--- src/rtl/double_ended_queue_defines.svh ---
// ----------------------------------------------------------------------------
// double_ended_queue_defines.svh
// Assertion macros used by the deque back end (dq_back).
// ----------------------------------------------------------------------------
`ifndef DOUBLE_ENDED_QUEUE_DEFINES_SVH
`define DOUBLE_ENDED_QUEUE_DEFINES_SVH

// same-cycle implication, disabled while in reset
`define DQ_ASSERT_IMPL(label, clk, rst_n, ante, cons, msg) \
  label: assert property (@(posedge clk) disable iff (!rst_n) (ante) |-> (cons)) \
    else $error(msg);

// next-cycle implication, disabled while in reset
`define DQ_ASSERT_NEXT(label, clk, rst_n, ante, cons, msg) \
  label: assert property (@(posedge clk) disable iff (!rst_n) (ante) |=> (cons)) \
    else $error(msg);

`endif

--- src/rtl/dq_pkg.sv ---
// ----------------------------------------------------------------------------
// dq_pkg
// Types and codes shared by the deque front end, back end and queues.
// ----------------------------------------------------------------------------
package dq_pkg;

  localparam int ELEM_W = 32;

  // request action codes on the input port
  localparam logic [2:0] ACT_PUSH_FRONT = 3'd0;
  localparam logic [2:0] ACT_PUSH_BACK  = 3'd1;
  localparam logic [2:0] ACT_POP_FRONT  = 3'd2;
  localparam logic [2:0] ACT_POP_BACK   = 3'd3;
  localparam logic [2:0] ACT_DUMP       = 3'd4;

  // result status codes
  localparam logic [1:0] ST_OK    = 2'd0;
  localparam logic [1:0] ST_FULL  = 2'd1;
  localparam logic [1:0] ST_EMPTY = 2'd2;

  typedef enum logic [2:0] {
    OP_PUSH_FRONT,
    OP_PUSH_BACK,
    OP_POP_FRONT,
    OP_POP_BACK,
    OP_DUMP
  } op_t;

  typedef struct packed {
    op_t                       op;
    logic signed [ELEM_W-1:0]  value;
  } cmd_t;

  typedef struct packed {
    logic signed [ELEM_W-1:0]  element;
    logic [1:0]                status;
    logic                      last;
  } res_t;

  localparam int CMD_W = $bits(cmd_t);
  localparam int RES_W = $bits(res_t);

endpackage

--- src/rtl/dq_fifo.sv ---
// ----------------------------------------------------------------------------
// dq_fifo
// Two-entry register queue; decouples the deque stages.
// ----------------------------------------------------------------------------
module dq_fifo
  import dq_pkg::*;
#(
  parameter int W = 1
) (
  input  logic         clk,
  input  logic         rst_n,
  input  logic         push,
  input  logic [W-1:0] wdata,
  output logic         full,
  input  logic         pop,
  output logic [W-1:0] rdata,
  output logic         empty
);

  logic [W-1:0] mem_r [2];
  logic         wp_r, wp_nxt;
  logic         rp_r, rp_nxt;
  logic [1:0]   cnt_r, cnt_nxt;
  logic         do_push, do_pop;

  assign full    = (cnt_r == 2'd2);
  assign empty   = (cnt_r == 2'd0);
  assign rdata   = mem_r[rp_r];
  assign do_push = push && !full;
  assign do_pop  = pop && !empty;

  always_comb begin
    wp_nxt  = do_push ? ~wp_r : wp_r;
    rp_nxt  = do_pop ? ~rp_r : rp_r;
    cnt_nxt = cnt_r;
    if (do_push && !do_pop) begin
      cnt_nxt = cnt_r + 2'd1;
    end else if (do_pop && !do_push) begin
      cnt_nxt = cnt_r - 2'd1;
    end
  end

  always_ff @(posedge clk) begin
    if (!rst_n) begin
      wp_r  <= 1'b0;
      rp_r  <= 1'b0;
      cnt_r <= 2'd0;
    end else begin
      wp_r  <= wp_nxt;
      rp_r  <= rp_nxt;
      cnt_r <= cnt_nxt;
    end
  end

  always_ff @(posedge clk) begin
    if (do_push) begin
      mem_r[wp_r] <= wdata;
    end
  end

endmodule

--- src/rtl/dq_front.sv ---
// ----------------------------------------------------------------------------
// dq_front
// Request decoder: maps action codes to commands, drops undefined codes.
// ----------------------------------------------------------------------------
module dq_front
  import dq_pkg::*;
(
  input  logic                      in_push,
  input  logic [2:0]                in_action,
  input  logic signed [ELEM_W-1:0]  in_value,
  input  logic                      cmdq_full,
  output logic                      cmd_push,
  output cmd_t                      cmd
);

  logic known;

  always_comb begin
    known     = 1'b1;
    cmd.value = in_value;
    cmd.op    = OP_PUSH_FRONT;
    case (in_action)
      ACT_PUSH_FRONT: cmd.op = OP_PUSH_FRONT;
      ACT_PUSH_BACK:  cmd.op = OP_PUSH_BACK;
      ACT_POP_FRONT:  cmd.op = OP_POP_FRONT;
      ACT_POP_BACK:   cmd.op = OP_POP_BACK;
      ACT_DUMP:       cmd.op = OP_DUMP;
      default:        known  = 1'b0;  // undefined code: accepted, no effect
    endcase
  end

  assign cmd_push = in_push && !cmdq_full && known;

endmodule

--- src/rtl/dq_back.sv ---
// ----------------------------------------------------------------------------
// dq_back
// Executes commands on the circular slot store and emits result items.
// ----------------------------------------------------------------------------
`include "double_ended_queue_defines.svh"

module dq_back
  import dq_pkg::*;
#(
  parameter int DEPTH = 64
) (
  input  logic clk,
  input  logic rst_n,
  input  cmd_t cmd,
  input  logic cmd_empty,
  output logic cmd_pop,
  input  logic outq_full,
  output logic res_push,
  output res_t res
);

  localparam int AW = $clog2(DEPTH);
  localparam int CW = $clog2(DEPTH + 1);
  localparam int SW = CW + 1;

  typedef enum logic [1:0] {S_IDLE, S_RD, S_WR} state_t;

  state_t              state_r, state_nxt;
  logic [AW-1:0]       front_r, front_nxt;
  logic [CW-1:0]       occ_r, occ_nxt;
  logic [AW-1:0]       rp_r, rp_nxt;
  logic [CW-1:0]       rem_r, rem_nxt;

  logic [ELEM_W-1:0]   mem [DEPTH];
  logic [ELEM_W-1:0]   rd_data_r;
  logic                we;
  logic [AW-1:0]       waddr;

  logic [AW-1:0]       front_dec, front_inc, rp_inc, back_idx;
  logic [SW-1:0]       back_sum;
  logic                is_full, is_empty, dump_last;

  assign is_full   = (occ_r == CW'(DEPTH));
  assign is_empty  = (occ_r == '0);
  assign front_dec = (front_r == '0) ? AW'(DEPTH - 1) : front_r - AW'(1);
  assign front_inc = (front_r == AW'(DEPTH - 1)) ? '0 : front_r + AW'(1);
  assign rp_inc    = (rp_r == AW'(DEPTH - 1)) ? '0 : rp_r + AW'(1);
  assign back_sum  = SW'(front_r) + SW'(occ_r);
  assign back_idx  = (back_sum >= SW'(DEPTH)) ? AW'(back_sum - SW'(DEPTH))
                                              : AW'(back_sum);
  assign dump_last = (rem_r == CW'(1));

  always_comb begin
    state_nxt   = state_r;
    front_nxt   = front_r;
    occ_nxt     = occ_r;
    rp_nxt      = rp_r;
    rem_nxt     = rem_r;
    cmd_pop     = 1'b0;
    res_push    = 1'b0;
    res.element = '0;
    res.status  = ST_OK;
    res.last    = 1'b1;
    we          = 1'b0;
    waddr       = front_dec;
    case (state_r)
      S_IDLE: begin
        if (!cmd_empty && !outq_full) begin
          cmd_pop  = 1'b1;
          res_push = 1'b1;
          case (cmd.op)
            OP_PUSH_FRONT: begin
              if (is_full) begin
                res.status = ST_FULL;
              end else begin
                we        = 1'b1;
                waddr     = front_dec;
                front_nxt = front_dec;
                occ_nxt   = occ_r + CW'(1);
              end
            end
            OP_PUSH_BACK: begin
              if (is_full) begin
                res.status = ST_FULL;
              end else begin
                we      = 1'b1;
                waddr   = back_idx;
                occ_nxt = occ_r + CW'(1);
              end
            end
            OP_POP_FRONT: begin
              if (is_empty) begin
                res.status = ST_EMPTY;
              end else begin
                front_nxt = front_inc;
                occ_nxt   = occ_r - CW'(1);
              end
            end
            OP_POP_BACK: begin
              if (is_empty) begin
                res.status = ST_EMPTY;
              end else begin
                occ_nxt = occ_r - CW'(1);
              end
            end
            OP_DUMP: begin
              if (is_empty) begin
                res.status = ST_EMPTY;
              end else begin
                res_push  = 1'b0;
                rp_nxt    = front_r;
                rem_nxt   = occ_r;
                state_nxt = S_RD;
              end
            end
            default: res_push = 1'b0;
          endcase
        end
      end
      S_RD: begin
        // only this block fills the result queue, so room seen here holds
        if (!outq_full) begin
          state_nxt = S_WR;
        end
      end
      S_WR: begin
        res_push    = 1'b1;
        res.element = rd_data_r;
        res.last    = dump_last;
        rem_nxt     = rem_r - CW'(1);
        rp_nxt      = rp_inc;
        state_nxt   = dump_last ? S_IDLE : S_RD;
      end
      default: state_nxt = S_IDLE;
    endcase
  end

  always_ff @(posedge clk) begin
    if (!rst_n) begin
      state_r <= S_IDLE;
      front_r <= '0;
      occ_r   <= '0;
    end else begin
      state_r <= state_nxt;
      front_r <= front_nxt;
      occ_r   <= occ_nxt;
    end
    rp_r  <= rp_nxt;
    rem_r <= rem_nxt;
  end

  // slot store: one write port, one registered read port
  always_ff @(posedge clk) begin
    if (we) begin
      mem[waddr] <= cmd.value;
    end
    rd_data_r <= mem[rp_r];
  end

  `DQ_ASSERT_IMPL(a_occ_bound, clk, rst_n, 1'b1, occ_r <= CW'(DEPTH), "occupancy over depth")
  `DQ_ASSERT_IMPL(a_res_room, clk, rst_n, res_push, !outq_full, "result pushed into full queue")
  `DQ_ASSERT_IMPL(a_dump_rem, clk, rst_n, state_r != S_IDLE, rem_r != '0, "dump walk with nothing left")
  `DQ_ASSERT_NEXT(a_push_grow, clk, rst_n, we, occ_r == $past(occ_r) + CW'(1), "push did not grow queue")

endmodule

--- src/rtl/double_ended_queue.sv ---
// ----------------------------------------------------------------------------
// double_ended_queue
// Bounded deque of signed 32-bit values in a circular slot store.
// ----------------------------------------------------------------------------
//   channel   ports                                   handshake
//   request   in_action, in_value                     in_push / in_full
//   result    out_element, out_status, out_last       out_pop / out_empty
//
// Flow: the back end executes a push or pop in the cycle that it takes the
// command; an accepted request is registered in the command queue and its
// result in the result queue before it reaches the result ports. A dump
// walks the slot store element by element, alternating a read state and a
// write state (registered read port of the store) and waiting while the
// result queue is full; during the walk no other request is executed.
// Requests keep entering until the two-entry command queue is full. Reset
// (synchronous, rst_n low) empties the deque and both queues; the slot store
// holds no reset value. A stalled result side backs up into the command queue and then raises in_full.
// ----------------------------------------------------------------------------
module double_ended_queue
  import dq_pkg::*;
#(
  parameter int DEPTH = 64
) (
  input  logic                      clk,
  input  logic                      rst_n,
  // request side
  input  logic                      in_push,
  output logic                      in_full,
  input  logic [2:0]                in_action,
  input  logic signed [ELEM_W-1:0]  in_value,
  // result side
  output logic                      out_empty,
  input  logic                      out_pop,
  output logic signed [ELEM_W-1:0]  out_element,
  output logic [1:0]                out_status,
  output logic                      out_last
);

  cmd_t cmd_in, cmd_out;
  logic cmd_push, cmd_full, cmd_empty, cmd_pop;
  res_t res_in, res_out;
  logic res_push, res_full;

  // front end: classify the request, drop undefined actions
  dq_front u_front (
    .in_push   (in_push),
    .in_action (in_action),
    .in_value  (in_value),
    .cmdq_full (cmd_full),
    .cmd_push  (cmd_push),
    .cmd       (cmd_in)
  );

  // the request is taken whenever the command queue has room, even if dropped
  assign in_full = cmd_full;

  dq_fifo #(.W(CMD_W)) u_cmdq (
    .clk   (clk),
    .rst_n (rst_n),
    .push  (cmd_push),
    .wdata (cmd_in),
    .full  (cmd_full),
    .pop   (cmd_pop),
    .rdata (cmd_out),
    .empty (cmd_empty)
  );

  // back end: owns the slot store, front index and occupancy
  dq_back #(.DEPTH(DEPTH)) u_back (
    .clk       (clk),
    .rst_n     (rst_n),
    .cmd       (cmd_out),
    .cmd_empty (cmd_empty),
    .cmd_pop   (cmd_pop),
    .outq_full (res_full),
    .res_push  (res_push),
    .res       (res_in)
  );

  // result queue lets the back end run ahead of a stalled consumer
  dq_fifo #(.W(RES_W)) u_resq (
    .clk   (clk),
    .rst_n (rst_n),
    .push  (res_push),
    .wdata (res_in),
    .full  (res_full),
    .pop   (out_pop),
    .rdata (res_out),
    .empty (out_empty)
  );

  assign out_element = res_out.element;
  assign out_status  = res_out.status;
  assign out_last    = res_out.last;

endmodule

--- config.mk ---
export PLATFORM = sky130hd
export DESIGN_NAME = double_ended_queue
export DESIGN_NICKNAME = d
export VERILOG_FILES = /design/src/rtl/dq_pkg.sv /design/src/rtl/dq_fifo.sv /design/src/rtl/dq_front.sv /design/src/rtl/dq_back.sv /design/src/rtl/double_ended_queue.sv
export VERILOG_INCLUDE_DIRS = /design/src /design/src/rtl
export SDC_FILE = /design/constraint.sdc
export NUM_CORES = 2
export LEC_CHECK = 0
export BUFFER_PORTS_ARGS = -buffer_cell sky130_fd_sc_hd__buf_2
export CORE_MARGIN = 4
export CORE_UTILIZATION = 55
export DETAILED_ROUTE_END_ITERATION = 12
export GPL_ROUTABILITY_DRIVEN = 0
export PLACE_DENSITY = 0.71
export SLEW_MARGIN = 0
export SYNTH_ARGS = -nofsm -noshare
export SYNTH_HDL_FRONTEND = slang
export SYNTH_SLANG_ARGS = --single-unit
--- constraint.sdc ---
create_clock -name clk -period 16.3 [get_ports clk]
set_clock_uncertainty 0.15 [all_clocks]
set_input_delay 3.26 -clock clk [delete_from_list [all_inputs] [get_ports clk]]
set_output_delay 3.26 -clock clk [all_outputs]
set_load 0.005 [all_outputs]
After elaboration in Yosys (flattened, before gate mapping)
Memories as Yosys holds them, arrays and structs flattened. A register that Yosys moved wholly into a read port is not among the register bits.
Index checks and enable logic that the tools add are counted.
{ "totals": {"ff_bits": 36, "output_inout_bits": 37, "ram_bits": 2188, "mem_count": 3, "word_cells": 156, "inputBits": 39} }
{ "mem_list": {"columns": ["memory", "depth", "width", "rd", "rd_clocked_by_memory_dff", "wr", "line", "source"], "rows": [
  ["u_back.mem", 64, 32, 1, 1, 1, "dq_back.sv:34", "logic [ELEM_W-1:0] mem [DEPTH];"],
  ["u_cmdq.mem_r", 2, 35, 1, 1, 1, "dq_fifo.sv:20", "logic [W-1:0] mem_r [2];"],
  ["u_resq.mem_r", 2, 35, 1, 1, 1, "dq_fifo.sv:20", null]
]} }
{ "classes": {"reduce_logical": 40, "add_sub_neg": 12, "n_bitwise": 4, "n_mux": 61, "n_eq_ne": 24, "magnitude_cmp": 1} }
{ "ops": {"columns": ["op", "count"], "rows": [
  ["2-to-1 mux 6 bit", 13],
  ["2-to-1 mux 7 bit", 5],
  ["2-to-1 mux 32 bit", 1],
  ["one-hot mux 7 bit (2 select lines)", 2],
  ["one-hot mux 6 bit (2 select lines)", 2],
  ["2-to-1 mux 1 bit", 22],
  ["2-to-1 mux 2 bit", 11],
  ["!= test 2 bit (second input constant)", 7],
  ["subtractor 7 x 1 -> 7 bit (second input constant)", 2],
  ["adder 6 x 1 -> 6 bit (second input constant)", 2],
  ["== test 3 x 2 -> 1 bit (second input constant)", 4],
  ["== test 6 bit (second input constant)", 2],
  ["one-hot mux 3 bit (4 select lines)", 1],
  ["subtractor 6 x 1 -> 6 bit (second input constant)", 2],
  ["logical AND 1 bit", 11],
  ["AND reduction 5 bit", 2],
  ["nonzero test 2 bit", 5],
  ["adder 6 x 7 -> 8 bit", 1],
  [">= comparator 8 x 7 -> 1 bit (second input constant)", 1],
  ["logical NOT 1 bit", 8],
  ["AND reduction 4 bit", 2],
  ["adder 7 x 1 -> 7 bit (second input constant)", 1],
  ["== test 7 x 1 -> 1 bit (second input constant)", 1],
  ["== test 7 bit (second input constant)", 1],
  ["19 further kinds", 33]
]} }

Logic depth before layout (Yosys ltp)
{ "logic_depth": {"word_depth": 10, "depth_mapped": 10, "depth_no_buf": 8} }

By module
From an unflattened synthesis, not the netlist that was laid out.
{ "hier_totals": {"hier_cells": 3921, "hier_area_um2": 86828.3} }
{ "by_module_without_submodules": {"columns": ["module", "instances", "seq_area_each_um2", "area_per_inst_um2", "cells_each"], "rows": [
  ["dq_back", 1, 62830.3, 81037.7, 3616],
  ["dq_fifo", 2, 2202.1, 2757.6, 134],
  ["dq_front", 1, 0.0, 275.3, 37]
]} }

Worst setup path before layout
No wires, ideal clock.
{ "synth_path": {"kind": "reg-to-reg", "start": "register u_back.occ_r[0]", "end": "memory u_back.mem[35][0] (enable)", "path_buffers": 0, "arrival_time_ns": 7.167, "path_stages_with_launch": 8, "setup_time_ns": 0.595, "slack_ns": 8.388, "synth_period_minus_slack_ns": 7.912, "t_required_ns": 15.555, "path_cell_list": "dfxtp_1 -> ha_1 -> fa_1 -> and3_1 -> or3_1 -> a2bb2oi_1 -> mux2i_1 -> a2111oi_0"} }
{ "synth_via": {"elab_chain_len": 7, "word_cells_on_any_way": 15, "cone_classes": "add/sub: 2; order compare: 1; eq/ne: 1; mux: 11"} }
{ "synth_rtl": {"columns": ["element", "line", "source"], "rows": [
  ["start: declaration", "dq_back.sv:30", "logic [CW-1:0] occ_r, occ_nxt;"],
  ["start signal: assignment", "dq_back.sv:146", "occ_r <= occ_nxt;"],
  ["adder 6 x 7 -> 8 bit or == test 7 bit (tied branches)", "dq_back.sv:48, dq_back.sv:43", null],
  [">= comparator 8 x 7 -> 1 bit (tied with other cells)", "dq_back.sv:49", "assign back_idx = (back_sum >= SW'(DEPTH)) ? AW'(back_sum - SW'(DEPTH))"],
  ["2-to-1 mux 6 bit or 2-to-1 mux 1 bit (tied branches)", null, null],
  ["2-to-1 mux 6 bit or 2-to-1 mux 1 bit (tied branches)", "dq_back.sv:83, dq_back.sv:68", null],
  ["2-to-1 mux 6 bit or 2-to-1 mux 1 bit (tied branches)", null, null],
  ["2-to-1 mux 6 bit or 2-to-1 mux 1 bit (tied branches)", "dq_back.sv:68, dq_back.sv:154", null],
  ["2-to-1 mux 6 bit or 2-to-1 mux 1 bit (tied branches)", "dq_back.sv:66, dq_back.sv:155", null],
  ["end: declaration", "dq_back.sv:34", null]
]} }
Parallel ways exist; a longest one is shown, timed or not.

==> results.cfg <==
[job]
drv_cap = 1

[detailed_routing]
wl_um = 226000
drt_iter0_markers = 6606
drc = 0
vias_per_cell = 6.81
detail_route.first_pass.iterations = 7
avgRoutedWirePerCell_um = 35.2
via_count = 43779
ant_nets = 0

[finish]
nets = 4232
layout_common_cells = 2201 x edfxtp_1, 512 x mux4_2, 215 x clkbuf_16
layout-drive-gt1-share = 0.277
syn_to_final_growth_pct = 12.5
stdcell_count = 6425
nFillCells = 10356
seqCellArea_um2 = 67200
multi_input_area_um2 = 19500
mostFrequentLayoutCell = edfxtp_1
final_area_um2 = 97800

[min_path]
worstHoldPathType = reg2reg

[clock_network]
cts.htree.levels = 4
clock_path_buffers = 3
cts_root_buffer = clkbuf_16
hold_buffers = 0
cts_inserted_buffers = 211
cts_resized = 0
cts_tree = built
clk_pin_slew_ps = 70
cts.sinks = 2258
postCtsSetupRepairBufs = 0
clk_latency_ps = 850

[synth]
synth_area_um2 = 86900
synth_fp_nets = 4042
ys.flop_type = edfxtp_1
synth_edf_count = 2201
avgSynthCellArea_um2 = 21.8
ys_seq_area_frac = 0.774
ys.warnings.count = 0
synth_seq_cells = 2258
ys_types = 76
synth-async-reset-ratio = 0
synthCells = 3983

[power]
ir_worst_vdd_mv = 0.119
p_per_area_nw_per_um2 = 139
power.leakage_nw = 30.6

[global_route]
antenna_found_initial = 25
grt_pass1_wl_um = 321000
grt_pass1_vias = 42834
grt_max_degree = 138
grt_overflow = 0
groute.usage.overall = 0.279

[floorplan]
initial_core_util = 0.555
die_w_um = 406
chipHeight_um = 406
core_area_um2 = 157000
io_pins = 76
fp-row-count = 145
die-area_um2 = 164000

[timing]
hold_viol_final = 0
fin_crit_ps = 5700
fin_crit_sh = 0.350
rsz0062_at_grt = no
worstMarginPinSlew_ps = 1690
relSlewSlack = -0.128
holdWs_ps = 366
slew_violations = 4
max_freq_mhz = 175
finalSetupViolations = 0
tns_ps = 0

[placement]
placed_cells = 6017
dp_hpwl_um = 131000
place_area_um2 = 90800
io_buffers = 75

[worst_setup_path]
cp-end-kind = register
critPathArrivalTime_ps = 6200
critPathKind = reg2reg
worstPathMaxFanout = 137
worstSetupStartpointType = register
worstPathRequired_ps = 16800

[run_status]
violations = max-capacitance violations, max-slew violations
status = finished, violations left
[sequential cells by signal, summed over array words and instances, names as in the netlist, named ones only]
name              flops
u_back.front_r        6
u_back.mem         2048
u_back.occ_r          7
u_back.rd_data_r     32
u_back.rem_r          7
u_back.rp_r           6
u_back.state_r        2
u_cmdq.cnt_r          2
u_cmdq.mem_r         70
u_cmdq.rp_r           1
u_cmdq.wp_r           1
u_resq.cnt_r          2
u_resq.mem_r         70
u_resq.rp_r           1
u_resq.wp_r           1
[synthesized netlist by cell type, drive strengths merged, types with 13 or more instances]
master / number / area [um^2]
nor3: 21 / 110
clkbuf: 113 / 424
inv: 19 / 71.3
o221ai: 31 / 272
nand3: 20 / 100
mux4: 512 / 11500
dfxtp: 57 / 1140
nor2b: 18 / 113
o211ai: 19 / 143
a22o: 36 / 315
a221oi: 59 / 517
edfxtp: 2201 / 66100
xnor2: 13 / 114
a21oi: 102 / 510
o21ai: 55 / 275
ha: 18 / 225
and3: 43 / 269
mux2i: 92 / 921
o22ai: 41 / 257
nand2: 46 / 173
buf: 116 / 554
mux2: 78 / 878
a211oi: 61 / 458
nor2: 61 / 229
[routing by layer]
| metal | up-vias | wire length [um] | track usage |
|---|---|---|---|
| met5 | - | 74 | 0 |
| met4 | 10 | 11000 | 0.119 |
| met3 | 432 | 27400 | 0.0772 |
| met1 | 23164 | 84300 | 0.395 |
| met2 | 2851 | 103000 | 0.413 |
| li1 | 17322 | - | - |
[power by group]
group          switching, W  total (W)  internal, W
clock network       0.00211    0.00486      0.00275
logic               0.00132    0.00179     0.000472
registers          0.000105    0.00699      0.00688
total               0.00354     0.0136       0.0101
[path summary, 6_finish.rpt]
path | startpoint | end | slack (ps) | cells after the start
setup / recovery | u_back.rp_r[1] | u_back.rd_data_r[19] | 10600 | 7
hold / removal | u_resq.rp_r | u_resq.rp_r | 370 | 2
setup reg to reg | u_back.rp_r[1] | u_back.rd_data_r[19] | 10600 | 7
hold reg to reg | u_resq.rp_r | u_resq.rp_r | 370 | 2
[critical path: stages (launching register included)]
cell and delay (ps):
edfxtp_1 890, buf_12 660, buf_4 740, buf_4 750, mux4_2 420, a22o_1 250, a221oi_1 1080, a221oi_1 260
[layout make-up]
class / count / share of cell area
antenna: 11 / 0.000282
clock buffer: 285 / 0.0600
clock inverter: 111 / 0.0106
inverter: 19 / 0.000729
multi-input combinational: 1477 / 0.200
sequential: 2258 / 0.688
tap: 2058 / 0.0263
timing repair buffer: 206 / 0.0147
[stage by stage]
stage / setup WS (ps) / utilization / total power (W)
6_report: 10600 / 0.624 / 0.0136
5_1_grt: 10620 / 0.624 / 0.0140
4_1_cts: 10720 / 0.624 / 0.0137
3_5_place_dp: 10750 / 0.580 / 0.00887
3_3_place_gp: 10730 / 0.580 / 0.00882
2_1_floorplan: 8390 / - / 0.00798
[cells by family after synthesis]
logic type	share of synthesized area
flops	0.774
xor+xnor	0.00242
buf+inv	0.0121
simple gates	0.0175
compound gates	0.0380
mux	0.153
fa+ha+maj	0.00305
Power figures use the tool's default switching activity.
